## config.mk

```make
export PLATFORM = sky130hd
export DESIGN_NAME = sha1_block_compress_unit
export DESIGN_NICKNAME = d
export VERILOG_FILES = /design/src/hw/rtl/sha1bc_pkg.sv /design/src/hw/rtl/sha1bc_sched_mem.sv /design/src/hw/rtl/sha1bc_core.sv /design/src/hw/rtl/sha1_block_compress_unit.sv
export VERILOG_INCLUDE_DIRS = /design/src /design/src/hw/rtl
export SDC_FILE = /design/constraint.sdc
export NUM_CORES = 2
export LEC_CHECK = 0
export ABC_AREA = 1
export BUFFER_PORTS_ARGS = -buffer_cell sky130_fd_sc_hd__clkbuf_2
export CORE_UTILIZATION = 43
export DETAILED_ROUTE_END_ITERATION = 8
export HOLD_SLACK_MARGIN = 0.05
export PLACE_DENSITY = 0.59
export SETUP_SLACK_MARGIN = 0.2
export SLEW_MARGIN = 20
export SYNTH_ARGS = -nofsm -noshare
export SYNTH_HDL_FRONTEND = slang
export SYNTH_SLANG_ARGS = --single-unit
export TNS_END_PERCENT = 50
```

## constraint.sdc

```tcl
create_clock -name clk -period 17.75 [get_ports clk]
set_input_delay 1.775 -clock clk [delete_from_list [all_inputs] [get_ports clk]]
set_output_delay 1.775 -clock clk [all_outputs]
set_load 0.05 [all_outputs]
```

## src/hw/rtl/sha1_block_compress_unit_assert.svh

```systemverilog
// Assertion macros for the SHA-1 block compression unit.
// Included by the top level; no other dependencies.
`ifndef SHA1_BLOCK_COMPRESS_UNIT_ASSERT_SVH
`define SHA1_BLOCK_COMPRESS_UNIT_ASSERT_SVH
`ifndef SYNTHESIS
`define SBC_ASSERT_NOW(label, clk, rst_n, cond, expr) \
	label: assert property (@(posedge clk) disable iff (!rst_n) (cond) |-> (expr)) \
		else $error("sha1 block compress assertion failed");
`define SBC_ASSERT_NEXT(label, clk, rst_n, cond, expr) \
	label: assert property (@(posedge clk) disable iff (!rst_n) (cond) |=> (expr)) \
		else $error("sha1 block compress assertion failed");
`else
`define SBC_ASSERT_NOW(label, clk, rst_n, cond, expr)
`define SBC_ASSERT_NEXT(label, clk, rst_n, cond, expr)
`endif
`endif

```

## src/hw/rtl/sha1bc_pkg.sv

```systemverilog
// Shared types and constants for the SHA-1 block compression unit.
// No dependencies.
package sha1bc_pkg;

	localparam int BLOCK_WORDS = 16;
	localparam int ADDR_W      = $clog2(BLOCK_WORDS);
	localparam int ROUNDS      = 80;
	localparam int RND_W       = $clog2(ROUNDS + 1);
	localparam int CHAIN_WORDS = 5;
	localparam int CIDX_W      = 3;

	typedef logic [31:0]         word_t;
	typedef word_t [CHAIN_WORDS-1:0] chain_t;
	typedef logic [ADDR_W-1:0]   addr_t;
	typedef logic [RND_W-1:0]    rnd_t;

	localparam logic REQ_LOAD = 1'b0;
	localparam logic REQ_MSG  = 1'b1;

	localparam addr_t LAST_POS   = addr_t'(BLOCK_WORDS - 1);
	localparam rnd_t  LAST_ROUND = rnd_t'(ROUNDS - 1);

	typedef enum logic [1:0] {
		ST_IDLE,
		ST_PREF,
		ST_ROUND,
		ST_DONE
	} state_t;

	// control from the sequencer to the round datapath
	typedef struct packed {
		logic load;   // copy chaining words into working vars
		logic step;   // run one round
		rnd_t rnd;    // round being executed
		rnd_t rnd_rd; // round whose operands are fetched now
	} ctl_t;

	// one write port, two read ports of the schedule memory
	typedef struct packed {
		logic  we;
		addr_t waddr;
		word_t wdata;
		addr_t raddr_a;
		addr_t raddr_b;
	} mem_req_t;

endpackage

```

## src/hw/rtl/sha1bc_sched_mem.sv

```systemverilog
// Message schedule memory: 16 x 32, one write, two registered reads.
// Depends on sha1bc_pkg.
module sha1bc_sched_mem (
	input  logic                 clk,
	input  sha1bc_pkg::mem_req_t req,
	output sha1bc_pkg::word_t    rdata_a,
	output sha1bc_pkg::word_t    rdata_b
);
	import sha1bc_pkg::*;

	word_t mem [BLOCK_WORDS];

	always_ff @(posedge clk) begin
		if (req.we) begin
			mem[req.waddr] <= req.wdata;
		end
	end

	always_ff @(posedge clk) begin
		rdata_a <= mem[req.raddr_a];
		rdata_b <= mem[req.raddr_b];
	end

endmodule

```

## src/hw/rtl/sha1bc_core.sv

```systemverilog
// SHA-1 round datapath: schedule expansion, round function, working vars.
// Depends on sha1bc_pkg; pairs with sha1bc_sched_mem.
module sha1bc_core (
	input  logic                 clk,
	input  sha1bc_pkg::ctl_t     ctl,
	input  sha1bc_pkg::chain_t   h,
	input  sha1bc_pkg::word_t    rd_a,
	input  sha1bc_pkg::word_t    rd_b,
	output sha1bc_pkg::mem_req_t req,
	output sha1bc_pkg::chain_t   wv
);
	import sha1bc_pkg::*;

	localparam word_t K0 = 32'h5a827999;
	localparam word_t K1 = 32'h6ed9eba1;
	localparam word_t K2 = 32'h8f1bbcdc;
	localparam word_t K3 = 32'hca62c1d6;

	chain_t wv_q;
	word_t  wt_d1_q, wt_d2_q, wt_d3_q;  // w[t-1], w[t-2], w[t-3]
	word_t  pa_d1_q, pa_d2_q;           // port A data delayed: w[t-15], w[t-16]

	logic  is_early;
	word_t x, wt, f, k, tmp;
	word_t a, b, c, d, e;

	always_comb begin
		a = wv_q[0];
		b = wv_q[1];
		c = wv_q[2];
		d = wv_q[3];
		e = wv_q[4];
		is_early = (ctl.rnd < rnd_t'(BLOCK_WORDS));
		// port B holds w[t] early on, w[t-8] later; port A holds w[t-14]
		x  = wt_d3_q ^ rd_b ^ rd_a ^ pa_d2_q;
		wt = is_early ? rd_b : {x[30:0], x[31]};
		if (ctl.rnd < rnd_t'(20)) begin
			f = (b & c) | (~b & d);
			k = K0;
		end else if (ctl.rnd < rnd_t'(40)) begin
			f = b ^ c ^ d;
			k = K1;
		end else if (ctl.rnd < rnd_t'(60)) begin
			f = (b & c) | (b & d) | (c & d);
			k = K2;
		end else begin
			f = b ^ c ^ d;
			k = K3;
		end
		tmp = {a[26:0], a[31:27]} + f + e + k + wt;

		req.we      = ctl.step && !is_early;
		req.waddr   = ctl.rnd[ADDR_W-1:0];
		req.wdata   = wt;
		req.raddr_a = ctl.rnd_rd[ADDR_W-1:0] + addr_t'(2);
		req.raddr_b = (ctl.rnd_rd < rnd_t'(BLOCK_WORDS)) ? ctl.rnd_rd[ADDR_W-1:0]
			: ctl.rnd_rd[ADDR_W-1:0] + addr_t'(8);
	end

	always_ff @(posedge clk) begin
		if (ctl.load) begin
			wv_q <= h;
		end else if (ctl.step) begin
			wv_q[0] <= tmp;
			wv_q[1] <= a;
			wv_q[2] <= {b[1:0], b[31:2]};
			wv_q[3] <= c;
			wv_q[4] <= d;
		end
		if (ctl.step) begin
			wt_d1_q <= wt;
			wt_d2_q <= wt_d1_q;
			wt_d3_q <= wt_d2_q;
			pa_d1_q <= rd_a;
			pa_d2_q <= pa_d1_q;
		end
	end

	assign wv = wv_q;

endmodule

```

## src/hw/rtl/sha1_block_compress_unit.sv

```systemverilog
// SHA-1 block compression unit, top level.
// Depends on sha1bc_pkg, sha1bc_sched_mem, sha1bc_core and the assert header.
//
// Usage:
//   Input channel (in_valid / in_stall): each word is either a chaining
//   load (req_type = 0, chain_index 0..4 selects h0..h4; other indexes are
//   dropped) or the next big-endian message word (req_type = 1).
//   Output channel (out_valid / out_stall): one word of five digest values
//   after the sixteenth message word of each block.
// Timing:
//   Loads and the first fifteen message words are taken one per cycle while
//   the input is not stalled. The sixteenth word starts a compression: an
//   operand prefetch state, 80 rounds at one per cycle, then a feed-forward
//   state that loads the digest into the output register. The round rate
//   is set by the schedule memory, read at two addresses and written at
//   one per round.
// Stalls: input is stalled while a block compresses. The digest sits in an
//   output register; a new block can be collected meanwhile, and only the
//   next feed-forward waits until the held digest is taken.
// Reset: chaining words and word position clear to zero, no digest pending.
module sha1_block_compress_unit (
	input  logic                      clk,
	input  logic                      arst_n,
	input  logic                      in_valid,
	output logic                      in_stall,
	input  logic                      req_type,
	input  logic [sha1bc_pkg::CIDX_W-1:0] chain_index,
	input  sha1bc_pkg::word_t         word_value,
	output logic                      out_valid,
	input  logic                      out_stall,
	output sha1bc_pkg::word_t         digest_h0,
	output sha1bc_pkg::word_t         digest_h1,
	output sha1bc_pkg::word_t         digest_h2,
	output sha1bc_pkg::word_t         digest_h3,
	output sha1bc_pkg::word_t         digest_h4
);
	import sha1bc_pkg::*;

	state_t state_q, state_d;
	rnd_t   rnd_q;
	addr_t  wpos_q;
	chain_t h_q;
	chain_t sum;
	chain_t digest_q;
	logic   out_valid_q;

	logic     in_acc, msg_acc, out_free;
	ctl_t     ctl;
	mem_req_t core_req, mem_req;
	word_t    rd_a, rd_b;
	chain_t   wv;

	// input is taken only while collecting a block
	assign in_stall = (state_q != ST_IDLE);
	assign in_acc   = in_valid && !in_stall;
	assign msg_acc  = in_acc && (req_type == REQ_MSG);
	assign out_free = !out_valid_q || !out_stall;

	// sequencer
	always_ff @(posedge clk or negedge arst_n) begin
		if (!arst_n) begin
			state_q <= ST_IDLE;
		end else begin
			state_q <= state_d;
		end
	end

	always_comb begin
		state_d    = state_q;
		ctl.load   = 1'b0;
		ctl.step   = 1'b0;
		ctl.rnd    = rnd_q;
		ctl.rnd_rd = rnd_t'(rnd_q + 1'b1);
		case (state_q)
			ST_IDLE: begin
				if (msg_acc && wpos_q == LAST_POS) begin
					state_d = ST_PREF;
				end
			end
			ST_PREF: begin
				ctl.load   = 1'b1;
				ctl.rnd_rd = '0;
				state_d    = ST_ROUND;
			end
			ST_ROUND: begin
				ctl.step = 1'b1;
				if (rnd_q == LAST_ROUND) begin
					state_d = ST_DONE;
				end
			end
			ST_DONE: begin
				if (out_free) begin
					state_d = ST_IDLE;
				end
			end
			default: begin
				state_d = ST_IDLE;
			end
		endcase
	end

	// round counter and word position
	always_ff @(posedge clk or negedge arst_n) begin
		if (!arst_n) begin
			rnd_q  <= '0;
			wpos_q <= '0;
		end else begin
			if (state_q == ST_PREF) begin
				rnd_q <= '0;
			end else if (state_q == ST_ROUND) begin
				rnd_q <= rnd_t'(rnd_q + 1'b1);
			end
			if (msg_acc) begin
				wpos_q <= addr_t'(wpos_q + 1'b1);
			end
		end
	end

	// message words go straight into the schedule memory; rounds never overlap
	always_comb begin
		mem_req = core_req;
		if (msg_acc) begin
			mem_req.we    = 1'b1;
			mem_req.waddr = wpos_q;
			mem_req.wdata = word_value;
		end
	end

	sha1bc_sched_mem u_mem (
		.clk     (clk),
		.req     (mem_req),
		.rdata_a (rd_a),
		.rdata_b (rd_b)
	);

	sha1bc_core u_core (
		.clk  (clk),
		.ctl  (ctl),
		.h    (h_q),
		.rd_a (rd_a),
		.rd_b (rd_b),
		.req  (core_req),
		.wv   (wv)
	);

	// feed-forward
	always_comb begin
		for (int i = 0; i < CHAIN_WORDS; i++) begin
			sum[i] = h_q[i] + wv[i];
		end
	end

	// chaining words: loads only while idle, update at feed-forward
	always_ff @(posedge clk or negedge arst_n) begin
		if (!arst_n) begin
			h_q <= '0;
		end else if (state_q == ST_DONE && out_free) begin
			h_q <= sum;
		end else if (in_acc && req_type == REQ_LOAD
			&& chain_index < CIDX_W'(CHAIN_WORDS)) begin
			h_q[chain_index] <= word_value;
		end
	end

	// output register
	always_ff @(posedge clk or negedge arst_n) begin
		if (!arst_n) begin
			out_valid_q <= 1'b0;
		end else if (state_q == ST_DONE && out_free) begin
			out_valid_q <= 1'b1;
		end else if (!out_stall) begin
			out_valid_q <= 1'b0;
		end
	end

	always_ff @(posedge clk) begin
		if (state_q == ST_DONE && out_free) begin
			digest_q <= sum;
		end
	end

	assign out_valid = out_valid_q;
	assign digest_h0 = digest_q[0];
	assign digest_h1 = digest_q[1];
	assign digest_h2 = digest_q[2];
	assign digest_h3 = digest_q[3];
	assign digest_h4 = digest_q[4];

`include "sha1_block_compress_unit_assert.svh"

	// last word of a block starts the prefetch
	`SBC_ASSERT_NEXT(a_block_start, clk, arst_n, msg_acc && wpos_q == LAST_POS, state_q == ST_PREF)
	// eighty rounds then feed-forward
	`SBC_ASSERT_NEXT(a_round_end, clk, arst_n, state_q == ST_ROUND && rnd_q == LAST_ROUND, state_q == ST_DONE)
	// word position sits at zero while a block compresses
	`SBC_ASSERT_NOW(a_wpos_idle, clk, arst_n, state_q != ST_IDLE, wpos_q == '0)
	// a finished block always presents a digest
	`SBC_ASSERT_NEXT(a_digest_out, clk, arst_n, state_q == ST_DONE && out_free, out_valid_q)

endmodule

```

After elaboration in Yosys (flattened, before gate mapping)
Memory sizes are Yosys's and may differ from the RTL's. A register that Yosys moved wholly into a read port is not among the register bits.
Cells that the tools add are included.

word-level totals
  RAM bits = 512
  word-level logic and storage cells = 117
  output and inout port bits = 162
  flip-flop bits (word level) = 654
  memories kept = 1

memory list
  memory     words  bits a word  read ports  clocked after Yosys merged registers in  wr ports  RTL line                source
  u_mem.mem  16     32           2           2                                        1         sha1bc_sched_mem.sv:11  word_t mem [BLOCK_WORDS];

cells by class
  add/sub/neg operators = 13
  magnitude comparators = 8
  equal/unequal tests = 9
  reductions and logical operators = 19
  multiplexer cells = 29
  bitwise logic cells = 14

operators with widths
  operator                                                               count
  160-bit 2-to-1 mux                                                     4
  32-bit adder                                                           9
  32-bit 2-to-1 mux                                                      7
  160-bit bitwise mux                                                    1
  32-bit bitwise XOR                                                     5
  32-bit AND                                                             4
  32-bit demux with 3-bit select                                         1
  32-bit OR                                                              3
  37-bit 2-to-1 mux                                                      1
  32-bit inverter                                                        1
  31-bit 2-to-1 mux                                                      1
  7-bit by 5-bit < comparator with 1-bit output (second input constant)  3
  7-bit 2-to-1 mux                                                       3
  7-bit by 6-bit < comparator with 1-bit output (second input constant)  2
  1-bit logical AND                                                      8
  2-bit case mux with 4 select lines                                     1
  2-bit nonzero test                                                     4
  7-bit by 1-bit adder with 7-bit output (second input constant)         1
  7-bit equality test (second input constant)                            1
  1-bit 2-to-1 mux                                                       6
  2-bit 2-to-1 mux                                                       3
  2-bit inequality test (second input constant)                          3
  4-bit by 1-bit adder with 4-bit output (second input constant)         1
  4-bit by 2-bit adder with 4-bit output (second input constant)         1
  14 further kinds                                                       18

Logic depth before layout (Yosys ltp)
  depth in word-level cells = 12
  mapped depth = 26
  gate-level depth less buffers = 25

Modules after synthesis
A second synthesis with hierarchy kept.

second synthesis, totals
  cell total of the unflattened synthesis = 8837
  area total of the unflattened synthesis = 72688.5 um2

modules (own cells, without submodules)
  module                    instances  area an instance (um2)  cells an instance
  sha1bc_sched_mem          1          28671.2                 3317
  sha1_block_compress_unit  1          25147.9                 3669
  sha1bc_core               1          18869.3                 1851

Least setup slack after synthesis
OpenSTA, ideal clock, no wires.

  path kind = input -> register
  start point = input port out_stall
  end point = register digest_q, in the netlist digest_h0[0] (enable)
  buffers on the path = 3
  library setup time = 0.586 ns
  setup slack = 10.156 ns
  arrival = 7.008 ns
  stages on the path = 6
  required time = 17.164 ns
  cells stage by stage = nand2_1 > inv_1 > nor2_1 > buf_2 > buf_1 > buf_1

between the ends
  longest elaborated chain between the ends = 3

ends and longest elaborated chain
  what                  RTL line                         source
  from (decl)           sha1_block_compress_unit.sv:30   input logic out_stall,
  1-bit zero test       --
  1-bit logical OR      sha1_block_compress_unit.sv:57   assign out_free = !out_valid_q || !out_stall;
  1-bit logical AND     sha1_block_compress_unit.sv:177  if (state_q == ST_DONE && out_free) begin
  to (signal assigned)  sha1_block_compress_unit.sv:178  digest_q <= sum;
  to (decl)             sha1_block_compress_unit.sv:44   chain_t digest_q;

No other way between the ends.
A chain may end at the register's enable or synchronous reset.

Final worst setup path
  start point = register rnd_q[3]
  end point = register u_core.wv_q, in the netlist u_core.a[23], data pin

between the ends
  longest elaborated chain between the ends = 10

ends and longest elaborated chain
  what                                           RTL line                         source
  from (decl)                                    sha1_block_compress_unit.sv:40   rnd_t rnd_q;
  from (signal assigned)                         sha1_block_compress_unit.sv:111  rnd_q <= rnd_t'(rnd_q + 1'b1);
  7-bit by 6-bit < comparator with 1-bit output  sha1bc_core.sv:43                end else if (ctl.rnd < rnd_t'(60)) begin
  32-bit 2-to-1 mux                              sha1bc_core.sv:43
  32-bit 2-to-1 mux                              sha1bc_core.sv:40                end else if (ctl.rnd < rnd_t'(40)) begin
  32-bit 2-to-1 mux                              sha1bc_core.sv:37                if (ctl.rnd < rnd_t'(20)) begin
  32-bit adder (3 in a row)                      sha1bc_core.sv:50                tmp = {a[26:0], a[31:27]} + f + e + k + wt;
  32-bit adder *                                 sha1bc_core.sv:50
  160-bit 2-to-1 mux *                           sha1bc_core.sv:63                end else if (ctl.step) begin
  160-bit 2-to-1 mux *                           sha1bc_core.sv:61                if (ctl.load) begin
  to (signal assigned)                           sha1bc_core.sv:62                wv_q <= h;
  to (decl)                                      sha1bc_core.sv:19                chain_t wv_q;

Every way passes the cells marked *; elsewhere a longest branch is shown, timed or not. The select of a mux whose other input is x is not followed.

==> reports/results.md <==
| Metric | Reported |
|:---|:---|
| Run status | finished, final reports clean |
| Min Clock Period, post-route | 6.83 ns |
| Startpoint class of the critical path | flip-flop |
| Met2 wire len | 113 mm |
| Clock Sink Count | 1230 |
| Number of flops mapped to enable cells by yosys | 992 |
| Start of the worst register-to-register path | rnd_q[3] |
| Worst setup EP type | flip-flop |
| Max clock buf depth | 3 |
| Transition time at the pin with the least slew margin | 1.33 ns |
| R2R cell count | 22 |
| Final HPWL DP | 177 mm |
| Antenna violations before repair | 11 |
| Remaining design rule violation count | 0 |
| Setup repair after global routing missed its margin | false |
| Maximum achievable frequency | 0.147 GHz |
| GRT Resource Usage Total | 31.4% |
| Cell area after synthesis | 66400 um^2 |
| Hold path startpoint | u_core.wt_d2_q[18] |
| Vertical extent of the die | 395 um |
| Hold path endpoint | u_core.wt_d3_q[18] |
| Number of search-and-repair iterations in the first detailed-routing pass | 7 |
| Uppermost layer routed | met5 |
| Post-synthesis share of cell area spent on xor and xnor gates | 2.77% |
| Most numerous cell types in the synthesized netlist | nand2_1 (1662), edfxtp_1 (992), inv_1 (877) |
| Share of post-route cells with drive strength above 1 | 8.42% |
| Later-pin clock latency in the skew report | 0.83 ns |
| Slowest cell on the critical path | nand2_1 |
| Port Buf Inserts | 201 |
| Placeable core area | 153000 um^2 |
| Max reg flops | 512 |
| Drt initial violations | 5597 |
| Number of CTS-inserted buffers | 141 |
| Count leader, synth | nand2_1 |
| Hold-fix buffers, CTS | 0 |
| Total congestion overflow | 0 |
| Async S/R FF share, synth | 14.1% |
| Avg Vias per Cell | 5.63 |
| Total number of placement rows | 143 |
| Post-CTS repair timing setup buffer count | 0 |
| Simple-gate share of the synthesized area | 15.9% |
| Arithmetic-cell share of the synthesized area counting full adders, half adders and majority gates | 7.43% |
| Period utilisation layout | 38.5% |
| Remaining antenna violation count after routing | 0 |
| Crit path arrival time | 7.35 ns |
| Slowest stage delay, CP | 0.88 ns |
| Post-CTS Resized | 0 |
| WL met3 | 20.0 mm |
| Routed wire length | 246 mm |
| Critical Setup Path Class | reg -> reg |
| Netlist cell types | 50 |
| Clock slew at the register clock pins of the worst setup and hold paths | 0.06 ns |
| Synthesis warning total | 0 |
| Tightest slew margin relative to the limit | 11.3% |
| Layout Utilization | 48.9% |
| Worst path required time | 18.28 ns |
| Number of levels the H-tree was split into | 4 |
| Pin count of the biggest net entering global routing | 161 |
| Via count of the first global-routing pass | 49923 |
| Number of antenna repair diodes | 0 |
| Max-cap violations | 0 |
| Growth of design area from synthesis to finish | 12.4% |
| Met1 WL | 97.9 mm |
| Largest family of logic cells by synthesized area | simple AND/OR/NAND/NOR gates |
| Gpl congestion | 1.03 |
| Die Outline Area | 156000 um^2 |
| Total negative setup slack | 0 ns |
| Share of the synthesized area in compound gates (AO/OA/AOI/OAI) | 11.0% |
| Gate count of the mapped netlist | 6906 |
| CP dominant cell by count | nand2_1 |
| Final hold violations | 0 |
| Reg-to-Reg End | u_core.a[23] |
| CTS root buffer | clkbuf_16 |
| Initial core utilization | 43.5% |
| Most area-hungry cell type in the Yosys netlist | edfxtp_1 |
| Post-synth top flop | edfxtp_1 |
| TritonCTS clock tree | built |
| Mapped Avg Cell Area | 9.61 um^2 |
| Worst path cell trace | nand2_1, inv_1, nand2_1, nand3_2, nand2_1, inv_1, a221oi_1, fa_1, fa_1, fa_1, inv_1, ha_1, nand2_1, nor2_1, inv_1, nor2_1, inv_1, or2_2, nand3_1, nand2_1, nand3_1, nand2_1 |
| Largest cells by area after synthesis | edfxtp_1 (45%), nand2_1 (9.4%), dfrtp_1 (6.6%) |
| Min-Delay Path Class | reg -> reg |
| Post-Synthesis Net Count | 7270 |
| Worst-case setup margin in the final layout | 10.92 ns |
| Wire length of the first global-routing pass | 352 mm |
| # setup viols final | 0 |
| Horizontal extent of the die | 395 um |
| Number of cells on the worst hold path | 0 |
| Placement-stage worst setup slack | 11.09 ns |
| Total via count in the routed design | 52055 |
| Share of synthesized area spent on multiplexers | 2.82% |
| Sequential element share of the synthesized area | 53.4% |
| Post-Route Skew | 0.0548 ns |
| Biggest registers after layout | u_mem.mem x512, h_q x160 |
| Pins over their slew limit | 0 |
| Setup slack, reg-to-reg | 10.92 ns |
| Share of the synthesized area in the top cell type | 44.9% |
| Final layout net count | 7458 |
| Top Ports | 202 |
| Biggest fanout along the worst timing path | 20 |
| Register name with the most flops | u_mem.mem |
| Register bit total from synthesis | 1230 |
| WL/cell | 26.7 um |
[per-stage QoR]
stage | hold WS (ns) | std cells | cell area, um^2
after floorplan | 0.400 | 6906 | 66400
after global placement | 0.400 | 8980 | 69700
after detailed placement | 0.405 | 8980 | 69700
after CTS | 0.402 | 9242 | 74600
after global routing | 0.415 | 9243 | 74600
final | 0.407 | 9243 | 74600
[cells by family after synthesis]
group | count (synthesis)
AND/OR/NAND/NOR | 2576
adder cells (fa/ha/maj) | 324
flip-flops | 1230
buffers and inverters | 1128
AO/OA/AOI/OAI | 1253
multiplexers | 187
XOR/XNOR | 208
[critical path, delay by kind of cell, from the launching register on]
| family | cells | cell delay (ns) |
|---|---|---|
| and+or+nand+nor | 12 | 2.68 |
| adders and majority gates | 4 | 1.93 |
| DFF | 1 | 0.44 |
| buffers and inverters | 5 | 0.89 |
| AOI/OAI and AO/OA | 1 | 0.57 |
[area by class of cell]
| class | instances | area (um^2) |
|---|---|---|
| Fill cell | 14198 | 78000 |
| Sequential cell | 1230 | 35400 |
| Multi-Input combinational cell | 4548 | 26800 |
| Clock buffer | 196 | 3910 |
| Inverter | 884 | 3330 |
| Tap cell | 2030 | 2540 |
| Timing Repair Buffer | 289 | 1720 |
| Clock inverter | 66 | 921 |
[cell usage in the layout (no fill, tap or decap), types with 141 or more instances in the layout]
cell type,n
a21oi_1,344
ha_1,203
inv_1,875
o21ai_0,447
o211ai_1,207
edfxtp_1,992
mux2i_1,185
dfrtp_1,174
nand2_1,1661
clkbuf_16,141
nor2_1,373
nand3_1,307
clkbuf_2,200
[layer usage]
| metal | track usage [%] | vias up |
|---|---|---|
| met5 | 0 | - |
| met4 | 17.0 | 6 |
| met3 | 5.33 | 551 |
| met2 | 50.2 | 2393 |
| met1 | 40.6 | 25337 |
| li1 | - | 23768 |
[worst max-delay path by stage]
stage / from / end / slack (ns) / cells after the start
5_1_grt: rnd_q[5] / u_core.a[23] / 10.53 / 22
3_5_place_dp: rnd_q[5] / u_core.a[23] / 11.09 / 22
2_1_floorplan: out_stall / digest_h0[0] / 10.16 / 6
6_report: rnd_q[3] / u_core.a[23] / 10.92 / 22
4_1_cts: rnd_q[5] / u_core.a[23] / 11.02 / 22
3_3_place_gp: rnd_q[5] / u_core.a[23] / 11.14 / 22
Power is not shown: default switching activity piles up to over one toggle a cycle in this logic, so the estimate is an artifact.
